**src/cafs_pkg.sv**
```systemverilog
// ----------------------------------------------------------------------------
// cafs_pkg
// Shared types and constants for the contrast autofocus sequencer.
// ----------------------------------------------------------------------------
package cafs_pkg;

	localparam int unsigned SHARP_W  = 24;
	localparam int unsigned HEIGHT_W = 12;
	localparam int unsigned POS_W    = 8;
	localparam int unsigned STEP_W   = 7;
	localparam int unsigned FCNT_W   = 4;
	localparam int unsigned ERR_W    = 16;
	localparam int unsigned FSTEP_W  = 6;
	localparam int unsigned DROP_W   = 16;

	localparam logic [1:0] REG_FOCUS_STEP     = 2'd0;
	localparam logic [1:0] REG_SHARPNESS_DROP = 2'd1;
	localparam logic [1:0] REG_FAR_END        = 2'd2;

	localparam logic [0:0] CMD_FRAME    = 1'b0;
	localparam logic [0:0] CMD_RETARGET = 1'b1;

	localparam logic [FCNT_W-1:0]   TRACK_WINDOW = 4'd10;
	localparam logic [ERR_W-1:0]    STABLE_LIMIT = 16'd5;
	localparam logic [HEIGHT_W-1:0] SIZE_LIMIT   = 12'd5;

	localparam logic [FSTEP_W-1:0] FOCUS_STEP_RST     = 6'd5;
	localparam logic [DROP_W-1:0]  SHARPNESS_DROP_RST = 16'd1024;
	localparam logic [POS_W-1:0]   FAR_END_RST        = 8'd200;

	typedef struct packed {
		logic                       sweep_mode;
		logic [POS_W-1:0]           focus_pos;
		logic [POS_W-1:0]           best_pos;
		logic [SHARP_W-1:0]         best_sharp;
		logic [SHARP_W-1:0]         last_sharp;
		logic [FCNT_W-1:0]          frame_count;
		logic [ERR_W-1:0]           error_sum;
		logic [HEIGHT_W-1:0]        ref_height;
		logic [HEIGHT_W-1:0]        prev_height;
		logic signed [STEP_W-1:0]   step_signed;
		logic [POS_W-1:0]           sweep_end;
	} cafs_state_t;

endpackage

```
**src/contrast_autofocus_sequencer_unit.sv**
```systemverilog
// ----------------------------------------------------------------------------
// contrast_autofocus_sequencer_unit
// Per-frame lens focus sequencer: contrast sweep, then size-change tracking.
// ----------------------------------------------------------------------------
// One beat per clock in while in_stall is low, one result beat per input beat
// out. An input beat is captured in an input register; the whole sequencer
// state is then updated in one pass and the result lands in the output
// register; sustained throughput is 1 beat per cycle while out_stall is low.
// The output register stalls the input side only while a result is held and
// out_stall is high. Registers are at byte addresses 0 (focus_step),
// 4 (sharpness_drop), 8 (far_end).
module contrast_autofocus_sequencer_unit (
	input  logic                            clk,
	input  logic                            arst_n,

	input  logic                            psel,
	input  logic                            penable,
	input  logic                            pwrite,
	input  logic [3:0]                      paddr,
	input  logic [31:0]                     pwdata,
	output logic [31:0]                     prdata,
	output logic                            pready,

	input  logic                            in_valid,
	output logic                            in_stall,
	input  logic                            cmd,
	input  logic [cafs_pkg::SHARP_W-1:0]    sharpness,
	input  logic [cafs_pkg::HEIGHT_W-1:0]   object_height,

	output logic                            out_valid,
	input  logic                            out_stall,
	output logic [cafs_pkg::POS_W-1:0]      focus_position,
	output logic                            focus_write,
	output logic                            sweeping,
	output logic [cafs_pkg::POS_W-1:0]      best_focus
);

	logic [cafs_pkg::FSTEP_W-1:0] focus_step_q;
	logic [cafs_pkg::DROP_W-1:0]  sharpness_drop_q;
	logic [cafs_pkg::POS_W-1:0]   far_end_q;

	logic                            valid_s1;
	logic                            cmd_s1;
	logic [cafs_pkg::SHARP_W-1:0]    sharpness_s1;
	logic [cafs_pkg::HEIGHT_W-1:0]   object_height_s1;
	logic                            adv_s1;

	cafs_pkg::cafs_state_t st_q;
	cafs_pkg::cafs_state_t st_d;
	logic                  write_d;

	logic                            out_valid_q;
	logic [cafs_pkg::POS_W-1:0]      focus_position_q;
	logic                            focus_write_q;
	logic                            sweeping_q;
	logic [cafs_pkg::POS_W-1:0]      best_focus_q;

	logic cfg_wr;

	// configuration port
	assign pready = 1'b1;
	assign cfg_wr = psel & penable & pwrite;

	always_ff @(posedge clk or negedge arst_n) begin
		if (!arst_n) begin
			focus_step_q     <= cafs_pkg::FOCUS_STEP_RST;
			sharpness_drop_q <= cafs_pkg::SHARPNESS_DROP_RST;
			far_end_q        <= cafs_pkg::FAR_END_RST;
		end else if (cfg_wr) begin
			case (paddr[3:2])
				cafs_pkg::REG_FOCUS_STEP:     focus_step_q     <= pwdata[cafs_pkg::FSTEP_W-1:0];
				cafs_pkg::REG_SHARPNESS_DROP: sharpness_drop_q <= pwdata[cafs_pkg::DROP_W-1:0];
				cafs_pkg::REG_FAR_END:        far_end_q        <= pwdata[cafs_pkg::POS_W-1:0];
				default: ;
			endcase
		end
	end

	always_comb begin
		case (paddr[3:2])
			cafs_pkg::REG_FOCUS_STEP:     prdata = {26'd0, focus_step_q};
			cafs_pkg::REG_SHARPNESS_DROP: prdata = {16'd0, sharpness_drop_q};
			cafs_pkg::REG_FAR_END:        prdata = {24'd0, far_end_q};
			default:                      prdata = 32'd0;
		endcase
	end

	// input register
	assign adv_s1   = ~out_valid_q | ~out_stall;
	assign in_stall = valid_s1 & ~adv_s1;

	always_ff @(posedge clk or negedge arst_n) begin
		if (!arst_n) begin
			valid_s1 <= 1'b0;
		end else if (!in_stall) begin
			valid_s1 <= in_valid;
		end
	end

	always_ff @(posedge clk) begin
		if (!in_stall && in_valid) begin
			cmd_s1           <= cmd;
			sharpness_s1     <= sharpness;
			object_height_s1 <= object_height;
		end
	end

	// state update
	always_comb begin
		logic [cafs_pkg::FCNT_W-1:0]   fc1;
		logic signed [9:0]             fsum;
		logic [cafs_pkg::POS_W-1:0]    fclamp;
		logic                          reached;
		logic [cafs_pkg::SHARP_W:0]    drop_sum;
		logic [cafs_pkg::HEIGHT_W-1:0] hdiff;
		logic [cafs_pkg::ERR_W:0]      esum;
		logic [cafs_pkg::ERR_W-1:0]    err_new;
		logic [cafs_pkg::HEIGHT_W-1:0] sdiff;
		logic                          grew;

		st_d    = st_q;
		write_d = 1'b0;

		fc1    = st_q.frame_count + 4'd1;
		fsum   = $signed({2'b00, st_q.focus_pos}) +
		         $signed({{3{st_q.step_signed[cafs_pkg::STEP_W-1]}}, st_q.step_signed});
		fclamp = (fsum < 10'sd0) ? 8'd0 : ((fsum > 10'sd255) ? 8'd255 : fsum[7:0]);
		reached  = 1'b0;
		drop_sum = {1'b0, sharpness_s1} + {9'd0, sharpness_drop_q};
		hdiff  = (object_height_s1 > st_q.prev_height) ? object_height_s1 - st_q.prev_height
		                                               : st_q.prev_height - object_height_s1;
		esum   = {1'b0, st_q.error_sum} + {5'd0, hdiff};
		err_new = esum[cafs_pkg::ERR_W] ? {cafs_pkg::ERR_W{1'b1}} : esum[cafs_pkg::ERR_W-1:0];
		grew   = object_height_s1 > st_q.ref_height;
		sdiff  = grew ? object_height_s1 - st_q.ref_height : st_q.ref_height - object_height_s1;

		if (cmd_s1 == cafs_pkg::CMD_RETARGET) begin
			st_d.focus_pos   = '0;
			st_d.best_pos    = '0;
			st_d.best_sharp  = '0;
			st_d.last_sharp  = '0;
			st_d.ref_height  = object_height_s1;
			st_d.step_signed = $signed({1'b0, focus_step_q});
			st_d.sweep_end   = far_end_q;
			st_d.sweep_mode  = 1'b1;
		end else if (st_q.sweep_mode) begin
			write_d = 1'b1;
			if (sharpness_s1 > st_q.last_sharp) begin
				if (sharpness_s1 > st_q.best_sharp) begin
					st_d.best_sharp = sharpness_s1;
					st_d.best_pos   = st_q.focus_pos;
				end
				st_d.last_sharp = sharpness_s1;
			end
			st_d.frame_count = fc1;
			// move the lens every third frame
			if (fc1 == 4'd0 || fc1 == 4'd3 || fc1 == 4'd6 || fc1 == 4'd9 ||
			    fc1 == 4'd12 || fc1 == 4'd15) begin
				st_d.focus_pos   = fclamp;
				st_d.frame_count = '0;
			end
			if (st_q.step_signed[cafs_pkg::STEP_W-1])
				reached = st_d.focus_pos <= st_q.sweep_end;
			else
				reached = st_d.focus_pos >= st_q.sweep_end;
			if (reached || drop_sum < {1'b0, st_d.best_sharp}) begin
				st_d.sweep_mode  = 1'b0;
				st_d.focus_pos   = st_d.best_pos;
				st_d.ref_height  = object_height_s1;
				st_d.prev_height = object_height_s1;
			end
		end else begin
			st_d.frame_count = fc1;
			st_d.error_sum   = err_new;
			st_d.prev_height = object_height_s1;
			if (fc1 >= cafs_pkg::TRACK_WINDOW) begin
				if (err_new < cafs_pkg::STABLE_LIMIT && sdiff > cafs_pkg::SIZE_LIMIT) begin
					st_d.sweep_mode = 1'b1;
					st_d.best_sharp = '0;
					st_d.last_sharp = '0;
					if (grew) begin
						st_d.step_signed = $signed({1'b0, focus_step_q});
						st_d.sweep_end   = far_end_q;
					end else begin
						st_d.step_signed = -$signed({1'b0, focus_step_q});
						st_d.sweep_end   = '0;
					end
				end
				st_d.error_sum   = '0;
				st_d.frame_count = '0;
			end
		end
	end

	always_ff @(posedge clk or negedge arst_n) begin
		if (!arst_n) begin
			st_q.sweep_mode  <= 1'b1;
			st_q.focus_pos   <= '0;
			st_q.best_pos    <= '0;
			st_q.best_sharp  <= '0;
			st_q.last_sharp  <= '0;
			st_q.frame_count <= '0;
			st_q.error_sum   <= '0;
			st_q.ref_height  <= '0;
			st_q.prev_height <= '0;
			st_q.step_signed <= $signed({1'b0, cafs_pkg::FOCUS_STEP_RST});
			st_q.sweep_end   <= cafs_pkg::FAR_END_RST;
		end else if (valid_s1 && adv_s1) begin
			st_q <= st_d;
		end
	end

	// output register
	always_ff @(posedge clk or negedge arst_n) begin
		if (!arst_n) begin
			out_valid_q <= 1'b0;
		end else if (adv_s1) begin
			out_valid_q <= valid_s1;
		end
	end

	always_ff @(posedge clk) begin
		if (valid_s1 && adv_s1) begin
			focus_position_q <= st_d.focus_pos;
			focus_write_q    <= write_d;
			sweeping_q       <= st_d.sweep_mode;
			best_focus_q     <= st_d.best_pos;
		end
	end

	assign out_valid      = out_valid_q;
	assign focus_position = focus_position_q;
	assign focus_write    = focus_write_q;
	assign sweeping       = sweeping_q;
	assign best_focus     = best_focus_q;

	// checks
	a_hold_s1: assert property (@(posedge clk) disable iff (!arst_n)
		valid_s1 && !adv_s1 |=> valid_s1 && $stable(sharpness_s1) && $stable(cmd_s1))
		else $error("input register changed while blocked");

	a_state_idle: assert property (@(posedge clk) disable iff (!arst_n)
		!(valid_s1 && adv_s1) |=> $stable(st_q))
		else $error("state changed without a beat");

	a_dir_end: assert property (@(posedge clk) disable iff (!arst_n)
		st_q.step_signed[cafs_pkg::STEP_W-1] |-> st_q.sweep_end == '0)
		else $error("inward sweep with nonzero end");

	a_best_ge_last: assert property (@(posedge clk) disable iff (!arst_n)
		st_q.best_sharp >= st_q.last_sharp)
		else $error("best sharpness below last sharpness");

endmodule
```
**config.mk**
```make
export PLATFORM = sky130hd
export DESIGN_NAME = contrast_autofocus_sequencer_unit
export DESIGN_NICKNAME = d
export VERILOG_FILES = /design/src/cafs_pkg.sv /design/src/contrast_autofocus_sequencer_unit.sv
export SDC_FILE = /design/constraint.sdc
export NUM_CORES = 1
export LEC_CHECK = 0
export BUFFER_PORTS_ARGS = -buffer_cell sky130_fd_sc_hd__buf_2
export CORE_MARGIN = 1.5
export CORE_UTILIZATION = 61
export DETAILED_ROUTE_END_ITERATION = 10
export GPL_ROUTABILITY_DRIVEN = 0
export GPL_TIMING_DRIVEN = 0
export PLACE_DENSITY_LB_ADDON = 0.08
export SLEW_MARGIN = 20
export SYNTH_ARGS = -nofsm -noshare
export SYNTH_HDL_FRONTEND = slang
export SYNTH_SLANG_ARGS = --single-unit
```
**constraint.sdc**
```tcl
create_clock -name clk -period 7.23 [get_ports clk]
set_clock_uncertainty 0.15 [all_clocks]
set_input_delay 1.0845 -clock clk [delete_from_list [all_inputs] [get_ports clk]]
set_output_delay 1.0845 -clock clk [all_outputs]
set_load 0.005 [all_outputs]
```
# [Word level (Yosys, flattened, before mapping)]
# Cells that the tools add are included.
[op_classes] n_addsub=9 multipliers=0 div=0 magnitude_cmp=12 eq_ne=10 n_shift=0 mux=36 n_bitwise=9 reduce_logical=28
[ops] op="56-bit two-way mux" count=3
[ops] op="15-bit two-way mux" count=5
[ops] op="68-bit two-way mux" count=1
[ops] op="65-bit two-way mux" count=1
[ops] op="12-bit two-way mux" count=5
[ops] op="52-bit two-way mux" count=1
[ops] op="24-bit > comparator" count=2
[ops] op="48-bit two-way mux" count=1
[ops] op="16-bit case mux with 3 select lines" count=1
[ops] op="12-bit subtractor" count=4
[ops] op="8-bit two-way mux" count=5
[ops] op="16-bit two-way mux" count=2
[ops] op="32-bit two-way mux" count=1
[ops] op="24-bit by 16-bit adder with 25-bit output" count=1
[ops] op="25-bit by 24-bit less-than comparator with 1-bit output" count=1
[ops] op="12-bit > comparator" count=2
[ops] op="24-bit two-way mux" count=1
[ops] op="16-bit by 12-bit adder with 17-bit output" count=1
[ops] op="16-bit by 3-bit less-than comparator with 1-bit output (second input constant)" count=1
[ops] op="4-bit equality test (second input constant)" count=3
[ops] op="12-bit by 3-bit > comparator with 1-bit output (second input constant)" count=1
[ops] op="3-bit AND reduction" count=4
[ops] op="9-bit by 7-bit adder with 10-bit output" count=1
[ops] op="10-bit by 9-bit > comparator with 1-bit output (second input constant)" count=1
[ops] op="other kinds (28)" count=55
[totals] register_bits=211 latchBits=0 ramBits=0 mem_bits_ro=0 input_bits=80 output_inout_bits=53 n_memories=0

# [Longest topological paths before layout]
# Gate-level depths: netlist (run 1).
[depth] ltp_word=18 mapped_depth=27

# [Worst setup path after synthesis (run 1)]
# OpenSTA, ideal clock, no wires.
[synth_timing] path_kind="register -> register" start="reg object_height_s1[4] (netlist name)" end="reg st_q[100] (netlist name)" arrival_time_ns=5.687 setup_slack_ns=1.268 stages_incl_launch_ff=27 n_path_buf=3 cell_sequence="edfxtp_1 > inv_1 > ha_1 > clkbuf_1 > a2111o_1 > a31oi_1 > o31ai_1 > o21a_1 > o21a_1 > o22ai_2 > mux2_2 > o221ai_1 > a21oi_1 > xnor2_1 > ha_1 > clkbuf_1 > nand2_1 > nor2_1 > a41oi_1 > a31oi_1 > nand3_1 > o21ai_0 > nand4_1 > a2111o_2 > nand2_4 > buf_6 > mux2_4"
[synth_between] elab_chain_len=8
[synth_rtl] item="from (decl)" line="contrast_autofocus_sequencer_unit.sv:45" text="logic [cafs_pkg::HEIGHT_W-1:0] object_height_s1;"
[synth_rtl] item="from (signal assigned)" line="contrast_autofocus_sequencer_unit.sv:104" text="object_height_s1 <= object_height;"
[synth_rtl] item="12-bit subtractor (tied with other cells)" line="contrast_autofocus_sequencer_unit.sv:131" text=": st_q.prev_height - object_height_s1;"
[synth_rtl] item="12-bit two-way mux" line="contrast_autofocus_sequencer_unit.sv:130" text="hdiff = (object_height_s1 > st_q.prev_height) ? object_height_s1 - st_q.prev_height"
[synth_rtl] item="16-bit by 12-bit adder with 17-bit output" line="contrast_autofocus_sequencer_unit.sv:132" text="esum = {1'b0, st_q.error_sum} + {5'd0, hdiff};"
[synth_rtl] item="16-bit two-way mux" line="contrast_autofocus_sequencer_unit.sv:133" text="err_new = esum[cafs_pkg::ERR_W] ? {cafs_pkg::ERR_W{1'b1}} : esum[cafs_pkg::ERR_W-1:0];"
[synth_rtl] item="16-bit by 3-bit less-than comparator with 1-bit output" line="contrast_autofocus_sequencer_unit.sv:177" text="if (err_new < cafs_pkg::STABLE_LIMIT && sdiff > cafs_pkg::SIZE_LIMIT) begin"
[synth_rtl] item="1-bit logical AND *" line="contrast_autofocus_sequencer_unit.sv:177"
[synth_rtl] item="3-bit nonzero test (no source line) *"
[synth_rtl] item="3-bit AND reduction (no source line) *"
[synth_rtl] item="to (signal assigned)" line="contrast_autofocus_sequencer_unit.sv:209" text="st_q <= st_d;"
[synth_rtl] item="to (decl)" line="contrast_autofocus_sequencer_unit.sv:48" text="cafs_pkg::cafs_state_t st_q;"
# Mark *: on every way between the ends. The rest lies on a longest branch, timed or not.
# A chain may end at the register's enable or synchronous reset.

==> flow_summary.toml, run 1 <==
[clocking]
clock_latency_ps = 540
clockBufferDepth = 3
clock_sinks = 211
htree_levels = 1
cts_tree = "built"
cts_buffers = 25
cts_root_buf = "clkbuf_16"
path_clk_slew_ps = 60

[timing]
setup_ws_ps = 402
tightest_slew_ps = 1030
max_clock_freq_ghz = 0.146
hold_viol = 0
setup_viol = 0
period_minus_slack_ps = 6830
finalSetupTns_ps = 0
report.final.slew_viol_count = 0
slew_headroom = 0.306
fin_crit_sh = 0.944

[synthesis]
synth_top_area_frac = 0.233
synth.area.top_cells = "dfrtp_1 (23%), ha_1 (14%), edfxtp_1 (11%)"
ys_ff_latch = 211
yosys_warnings = 0
yosys-top-cells-count = "ha_1 (167), dfrtp_1 (144), a21oi_1 (139)"
postSynth.asyncResetShare = 0.739
synth.yosys.seq_area_share = 0.360
yosysMostFrequentCell = "ha_1"
synth_edf_count = 55
synthFlopType = "dfrtp_1"
syn_inst = 1642
syn_area_sq_mm = 0.0155
ys_types = 81
synth_top_cell_by_area = "dfrtp_1"
syn_area_per_cell_sq_um = 9.42

[die]
io_pins = 133
start_util = 0.618
die_area_sq_mm = 0.0263
design.core.area_sq_mm = 0.0250
die_height_microns = 162
fp.dieW_microns = 162
num_rows = 58

[worst_setup_path]
crit_path_end_kind = "flip-flop"
critPathMaxFanout = 10
crit_arrival_ps = 7010
crit_type = "flip-flop to flip-flop"
start_kind = "flip-flop"
cp.required_ps = 7410

[detailed_routing]
drtAntennaViolNets = 0
totalWireLength_mm = 38.1
num_vias = 12600
m1WireLength_mm = 16.1
drc = 0
routed.top_layer = "met4"
wl_per_cell_microns = 17.9
drtIter0Drc = 709
wl_met2_mm = 19.2
first_pass_iters = 6
via_per_inst = 5.91
routed-wl-met3_mm = 1.13

[placed_design]
port_buffers = 97
pre_cts_ws_ps = 194
dp_hpwl_mm = 29.0

[pwr]
powerDensity_mw_per_mm2 = 439
cellLeakagePower_nw = 8.06
ir_drop_mv = 0.553

[global_route]
overflow = 0
grt_use_total = 0.290
grt_pass1_wl_mm = 61.4
antenna_found_initial = 0
grt_start_max_net_pins = 63
grt_pass1_vias = 12500

[finish]
fin_nets = 2039
drive_gt1_frac = 0.158
antennaDiodeCount = 0
area_delta_synth_final_pct = 11.8

[min_path]
hp-class = "input pin to asynchronous set/reset pin"

[status]
outcome = "finished, final reports clean"

[flow_run]
max-cap-violations = 0
## sequential cells by signal, indices dropped and copies added (netlist names)
signal / flops
st_q: 124
sharpness_s1: 24
sharpness_drop_q: 16
object_height_s1: 12
best_focus: 8
far_end_q: 8
focus_position: 8
focus_step_q: 6
cmd_s1: 1
focus_write: 1
out_valid: 1
sweeping: 1
valid_s1: 1
## what timing repair did
item | 4_1_cts | 5_1_grt
hold buffers | 0 | 0
setup buffers | 0 | 2
gates resized for setup | 0 | 10
endpoints found under the setup margin | 0 | 92
## cell type report
cell class,count,area (sq um)
buffer,73,399
tap,330,413
clock inverter,8,45.0
sequential,211,5570
fill,2054,7730
clock buffer,38,694
multi-input combinational,1242,9110
timing repair buffer,102,586
inverter,130,488
## metrics by stage
stage | power (mW) | instances | hold slack (ps) | cell area, sq um | util
3_3_place_gp | 6.22 | 2084 | 316 | 16400 | 0.656
5_1_grt | 8.22 | 2134 | 308 | 17300 | 0.691
4_1_cts | 7.54 | 2133 | 291 | 17300 | 0.689
2_1_floorplan | 5.27 | 1657 | 306 | 15500 | -
3_5_place_dp | 6.33 | 2087 | 327 | 16500 | 0.660
6_report | 7.60 | 2134 | 287 | 17300 | 0.691
## final timing paths
path                                       start           endpoint  slack (ps)  depth (start not counted)
worst max-delay path            sharpness_s1[23]  focus_position[6]         400                         20
worst min-delay path                      arst_n           st_q[28]         290                          1
worst max register to register  sharpness_s1[23]  focus_position[6]         400                         20
worst min register to register          st_q[50]           st_q[50]         340                          1
max in group asynchronous                 arst_n       far_end_q[7]        5650                          3
min in group clk                        st_q[50]           st_q[50]         340                          1
## worst max-delay path: stages (launching register included)
cell and delay (ps):
edfxtp_1 510, ha_1 380, nand4_1 230, nor4_1 400
a2111oi_0 160, a41o_1 310, nor3_2 430, clkbuf_1 450
clkbuf_1 520, a21oi_1 200, ha_1 330, nand3_1 120
nor3_1 550, o311ai_0 250, nand3_1 180, a2111oi_2 90
a211oi_2 450, buf_2 280, buf_2 250, nor4_1 80
nor3_1 270
## report_power, final
group          leakage [nW]  internal, mW  switching [mW]  total (mW)
combinational          5.20          1.91            2.71        4.62
sequential             2.51          1.58           0.238        1.81
clock                 0.361         0.661           0.501        1.16
## layout by cell type, fill, tap and decap left out, types with 15 or more instances in the layout
cell	synthesis	layout
a22o_1	15	15
ha_1	167	167
buf_2	11	107
xor2_1	25	25
nand2b_1	26	26
o21ai_0	109	109
nor2_1	131	131
buf_4	20	22
a21oi_1	139	139
nand3_1	33	33
mux2_4	20	20
clkbuf_16	0	25
dfrtp_1	144	144
nor2b_1	23	23
conb_1	2	17
mux2i_1	57	57
edfxtp_1	55	55
mux2_2	47	47
a21o_1	40	40
xnor2_1	36	36
nor3_1	26	26
clkbuf_1	37	46
nand2_1	110	110
o21a_1	16	16
nand4_1	26	26
a211oi_1	17	17
inv_1	129	129
## cell families (layout without fill, tap and decap cells)
family | after synthesis | after routing | synth area share
flops | 211 | 211 | 0.360
simple gates | 442 | 442 | 0.139
buf+inv | 204 | 351 | 0.0573
other cells | 2 | 17 | 0.000485
mux | 124 | 124 | 0.0905
fa+ha+maj | 174 | 174 | 0.144
xor+xnor | 61 | 61 | 0.0345
compound gates | 424 | 424 | 0.174
## per-layer routing
layer | GRT usage | vias to the layer above
met4 | 0.136 | 0
met3 | 0.0258 | 101
li1 | - | 6133
met1 | 0.347 | 6097
met2 | 0.526 | 287
met5 | 0 | -
Power figures use the tool's default switching activity.
==> run 2: changes to the inputs <==
ABC_AREA = 1   (was default)
CORE_UTILIZATION = 62   (was 61)
==> flow_summary.toml, run 2 <==
[clocking]
post_cts_buffers = 0
cts_root_buf = "clkbuf_16"
ctsHoldBuffers = 0
clock_latency_ps = 550
clock_sinks = 211
cts_tree = "built"
path_clk_slew_ps = 60
clockBufferDepth = 3
cts_buffers = 26
cts_resized = 0
htree_levels = 1

[global_route]
grt_use_total = 0.300
grt_pass1_vias = 13400
antenna_found_initial = 0
grt_pass1_wl_mm = 64.5
overflow = 0
grt_start_max_net_pins = 81

[worst_setup_path]
crit_path_end_kind = "flip-flop"
r2r-start = "object_height_s1[0]"
crit_family = "simple AND/OR/NAND/NOR gates"
slowest_delay_ps = 520
crit_arrival_ps = 6380
cpMostUsedCell = "nand2_1"
crit_type = "flip-flop to flip-flop"
reg2reg_to = "st_q[71]"
cp.required_ps = 7510
reg2regPathDepth = 31
slowest_stage = "edfxtp_1"
cp_num_buf_inv = 7
rrSetupSlack_ps = 1140
start_kind = "flip-flop"
critPathMaxFanout = 10

[synthesis]
syn_area_per_cell_sq_um = 7.64
synth.yosys.seq_area_share = 0.354
postSynth.asyncResetShare = 0.739
synth.area.top_cells = "dfrtp_1 (23%), ha_1 (13%), nand2_1 (12%)"
syn_inst = 2059
ys_types = 52
yosys-top-cells-count = "nand2_1 (492), inv_1 (277), ha_1 (167)"
ys_ff_latch = 211
synth_top_area_frac = 0.229
synthFlopType = "dfrtp_1"
synth_top_cell_by_area = "dfrtp_1"
yosys_warnings = 0
syn_area_sq_mm = 0.0157
synth_edf_count = 55
yosysMostFrequentCell = "nand2_1"

[finish]
largest_reg_flops = 124
fin_util = 0.708
top_register = "st_q"
mostFrequentLayoutCells = "nand2_1 (492), inv_1 (276), ha_1 (167), nor2_1 (147)"
antennaDiodeCount = 0
area_delta_synth_final_pct = 12.7
layout_commonest_cell = "nand2_1"
top_regs = "st_q: 124 flops, sharpness_s1: 24 flops, sharpness_drop_q: 16 flops"
drive_gt1_frac = 0.127
fin_nets = 2455

[detailed_routing]
num_vias = 14100
totalWireLength_mm = 38.8
first_pass_iters = 6
drc = 0
drtAntennaViolNets = 0
via_per_inst = 5.52
drtIter0Drc = 954
wl_per_cell_microns = 15.2

[timing]
fin_crit_sh = 0.843
hold_viol = 0
tightest_slew_ps = 822
report.final.slew_viol_count = 0
max_clock_freq_ghz = 0.164
finalSetupTns_ps = 0
setup_viol = 0
period_minus_slack_ps = 6090
grt_setup_unrepaired = "false"
slew_headroom = 0.450

[min_path]
holdCritStartpoint = "valid_s1"
hp-class = "flip-flop to flip-flop"
whs_path_depth = 2
whs_endpoint = "out_valid"

[die]
die_height_microns = 162
die_area_sq_mm = 0.0263
start_util = 0.628
num_rows = 58
fp.dieW_microns = 162
io_pins = 133
design.core.area_sq_mm = 0.0250

[pwr]
ir_drop_mv = 0.401
powerDensity_mw_per_mm2 = 466
cellLeakagePower_nw = 9.09

[status]
outcome = "finished, final reports clean"

[placed_design]
port_buffers = 97
dp_hpwl_mm = 29.4

[flow_run]
max-cap-violations = 0
==> run 2: changes by cell type after synthesis, sizes merged, moves of 22 or more <==
cell,delta
or2,+29
nand2,+404
mux2i,-56
xnor2,-23
nand4,+22
nand2b,-26
nor2b,-23
inv,+151
a21o,-25
mux2,-67
o21ai,+57
nand3,+86
==> run 2: per-stage QoR <==
step / cell area [sq um] / instances / setup WS [ps] / hold slack [ps] / power [mW]
finish: 17700 / 2551 / 1140 / 321 / 8.26
global route: 17700 / 2551 / 737 / 327 / 9.06
CTS: 17700 / 2551 / 1170 / 316 / 8.23
detailed placement: 16700 / 2503 / 1270 / 302 / 6.70
global placement: 16700 / 2501 / 1310 / 287 / 6.56
floorplan: 15800 / 2074 / 2500 / 284 / 5.54
==> run 2: how the worst max path moves through the flow <==
stage | depth (start not counted) | slack [ps] | startpoint | end
after detailed placement | 31 | 1270 | object_height_s1[0] | st_q[74]
after CTS | 31 | 1170 | object_height_s1[0] | st_q[71]
after global placement | 31 | 1310 | object_height_s1[0] | st_q[71]
after global routing | 31 | 740 | object_height_s1[0] | st_q[71]
after floorplan | 32 | 2500 | object_height_s1[0] | st_q[96]
final | 31 | 1140 | object_height_s1[0] | st_q[71]
==> run 2: cells by family (layout without fill, tap and decap cells) <==
kind of cell	count (synthesis)	in the layout	share of synthesized area
AND/OR/NAND/NOR	896	896	0.246
AO/OA/AOI/OAI	362	362	0.130
buffers and inverters	354	501	0.0935
flip-flops	211	211	0.354
adder cells (fa/ha/maj)	174	174	0.142
XOR/XNOR	59	59	0.0329
other	2	17	0.000478
multiplexers	1	1	0.000637
==> run 2: worst reg2reg max path: cells and delay by family (launching register included) <==
kind	cells	cell delay [ps]
AO/OA/AOI/OAI	6	970
XOR/XNOR	1	180
adder cells (fa/ha/maj)	3	940
buffers and inverters	7	1200
flip-flops	1	520
multiplexers	1	320
AND/OR/NAND/NOR	13	1680
==> run 2: layer usage <==
metal | GRT usage | wire length [microns]
met1 | 0.394 | 16900
met3 | 0.0345 | 2270
met2 | 0.518 | 18400
met5 | 0 | 0
met4 | 0.0976 | 1290
==> run 2: area by class of cell <==
type                       count  area, sq um
buffer                        72          413
clock buffer                  31          679
clock inverter                17          300
fill                        2048         7320
inverter                     282         1060
multi-input combinational   1509         8740
sequential                   211         5570
tap                          330          413
timing repair buffer          99          543
==> run 2: report_power, final <==
| group | internal [mW] | switching [mW] | leakage (nW) |
|---|---|---|---|
| Sequential | 1.62 | 0.276 | 2.53 |
| Clock | 0.956 | 0.528 | 0.475 |
| Combinational | 1.77 | 3.12 | 6.08 |
| Total | 4.34 | 3.92 | 9.09 |
==> run 3: changes to the inputs <==
CORE_UTILIZATION = 56   (was 62)
clock period = 5 ns   (was 7.23 ns; I/O delays follow)
==> flow_summary.toml, run 3 (synthesized netlist as in run 2, its figures left out) <==
[flow_run]
max-cap-violations = 0

[die]
die_area_sq_mm = 0.0291
fp.dieW_microns = 171
io_pins = 133
die_height_microns = 171
start_util = 0.567
num_rows = 61
design.core.area_sq_mm = 0.0277

[finish]
mostFrequentLayoutCells = "nand2_1 (475), inv_1 (271), ha_1 (150), dfrtp_1 (144), nor2_1 (141)"
fin_util = 0.682
regArea_sq_mm = 0.00557
top_register = "st_q"
multi_input_area_sq_mm = 0.00924
drive_gt1_frac = 0.189
top_regs = "st_q: 124 flops, sharpness_s1: 24 flops, sharpness_drop_q: 16 flops"
fillers = 2332
layout_commonest_cell = "nand2_1"
largest_reg_flops = 124
area_delta_synth_final_pct = 20.2
fin_nets = 2514
antennaDiodeCount = 0
fin_area_sq_mm = 0.0189

[worst_setup_path]
crit_type = "flip-flop to flip-flop"
r2r-start = "object_height_s1[0]"
start_kind = "flip-flop"
crit_path_end_kind = "flip-flop"
crit_arrival_ps = 5340
critical_path.startpoint = "object_height_s1[0]"
cp.required_ps = 5290
slowest_delay_ps = 440
critPathMaxFanout = 8
slowest_stage = "edfxtp_1"

[timing]
fin_crit_sh = 1.01
tightest_slew_ps = 945
report.final.slew_viol_count = 0
finalSetupTns_ps = -1630
timing.hold.ws_ps = 216
hold_viol = 0
setup_viol = 50
period_minus_slack_ps = 5060
grt_setup_unrepaired = "true"
setup_ws_ps = -56.5
max_clock_freq_ghz = 0.198
slew_headroom = 0.368

[global_route]
antenna_found_initial = 0
grt_pass1_wl_mm = 66.1
grt_use_total = 0.282
grt_pass1_vias = 13500
overflow = 0
grt_start_max_net_pins = 62

[placed_design]
place_area_sq_mm = 0.0168
pre_cts_ws_ps = -988
dp_hpwl_mm = 29.7
port_buffers = 97

[pwr]
ir_drop_mv = 0.391
cellLeakagePower_nw = 9.54
powerDensity_mw_per_mm2 = 711

[min_path]
holdCritStartpoint = "sharpness[17]"
hp-class = "input pin to flip-flop"

[clocking]
clock_sinks = 211
path_clk_slew_ps = 60
clock_latency_ps = 560
cts_tree = "built"
cts_buffers = 27
cts_root_buf = "clkbuf_16"
clockBufferDepth = 3
htree_levels = 1

[detailed_routing]
totalWireLength_mm = 40.8
drc = 0
drtAntennaViolNets = 0
first_pass_iters = 7
wl_per_cell_microns = 15.4
num_vias = 14200
via_per_inst = 5.35
drtIter0Drc = 1025

[status]
outcome = "complete, but fails checks"
violations = "setup timing"
run 3: cell count changes in the layout (fill, tap and decap cells not counted), sizes merged:
cell | previous run | this run
inv | 280 | 282
bufinv | 8 | 6
dlygate4sd3 | 0 | 1
clkinvlp | 1 | 2
buf | 140 | 195
clkinv | 10 | 8
clkbuf | 62 | 67
run 3: worst paths after layout:
path / end / slack, ps / cells past startpoint
worst min-delay path: sharpness_s1[17] / 220 / 1
max in group asynchronous: far_end_q[6] / 3430 / 3
worst min register to register: out_valid / 310 / 2
worst max register to register: st_q[89] / -60 / 30
min in group asynchronous: st_q[51] / 560 / 2
worst max-delay path: st_q[89] / -60 / 30
run 3: critical path: cells and delay by family, from the launching register on:
kind | cells | cell delay (ps)
flip-flops | 1 | 440
AND/OR/NAND/NOR | 11 | 1610
buffers and inverters | 7 | 780
adder cells (fa/ha/maj) | 3 | 730
XOR/XNOR | 1 | 180
AO/OA/AOI/OAI | 8 | 1050
run 3: metal layers:
layer | global-route usage | vias up | routed length, microns
li1 | - | 7139 | -
met1 | 0.369 | 6548 | 18100
met2 | 0.495 | 447 | 19600
met3 | 0.0266 | 84 | 2060
met4 | 0.0816 | 0 | 1140
met5 | 0 | - | 0
run 3: where the power goes:
group / internal [mW] / total, mW / switching (mW)
clock network: 1.34 / 2.12 / 0.784
logic: 3.40 / 8.55 / 5.15
registers: 2.34 / 2.76 / 0.420
run 3: cell type report:
class,count,area share
repair buffers,160,0.0585
multi-input cells,1509,0.489
plain buffers,69,0.0246
inverters,282,0.0564
flip-flops and latches,211,0.295
well taps,378,0.0250
clock inverters,16,0.0134
clock buffers,34,0.0382
run 3: repair_timing:
item | 4_1_cts | 5_1_grt
setup buffers | 29 | 25
gates cloned | 3 | 2
pin swaps | 28 | 35
hold endpoints to repair | 39 | 0
setup endpoints to repair | 105 | 105
gates resized for setup | 85 | 78
hold buffers | 1 | 0
run 3: per-stage QoR:
stage,power [mW],std cells
after floorplan,8.02,2074
after global routing,14.6,2659
after CTS,12.7,2632
final,13.4,2659
after global placement,9.54,2549
after detailed placement,9.71,2552
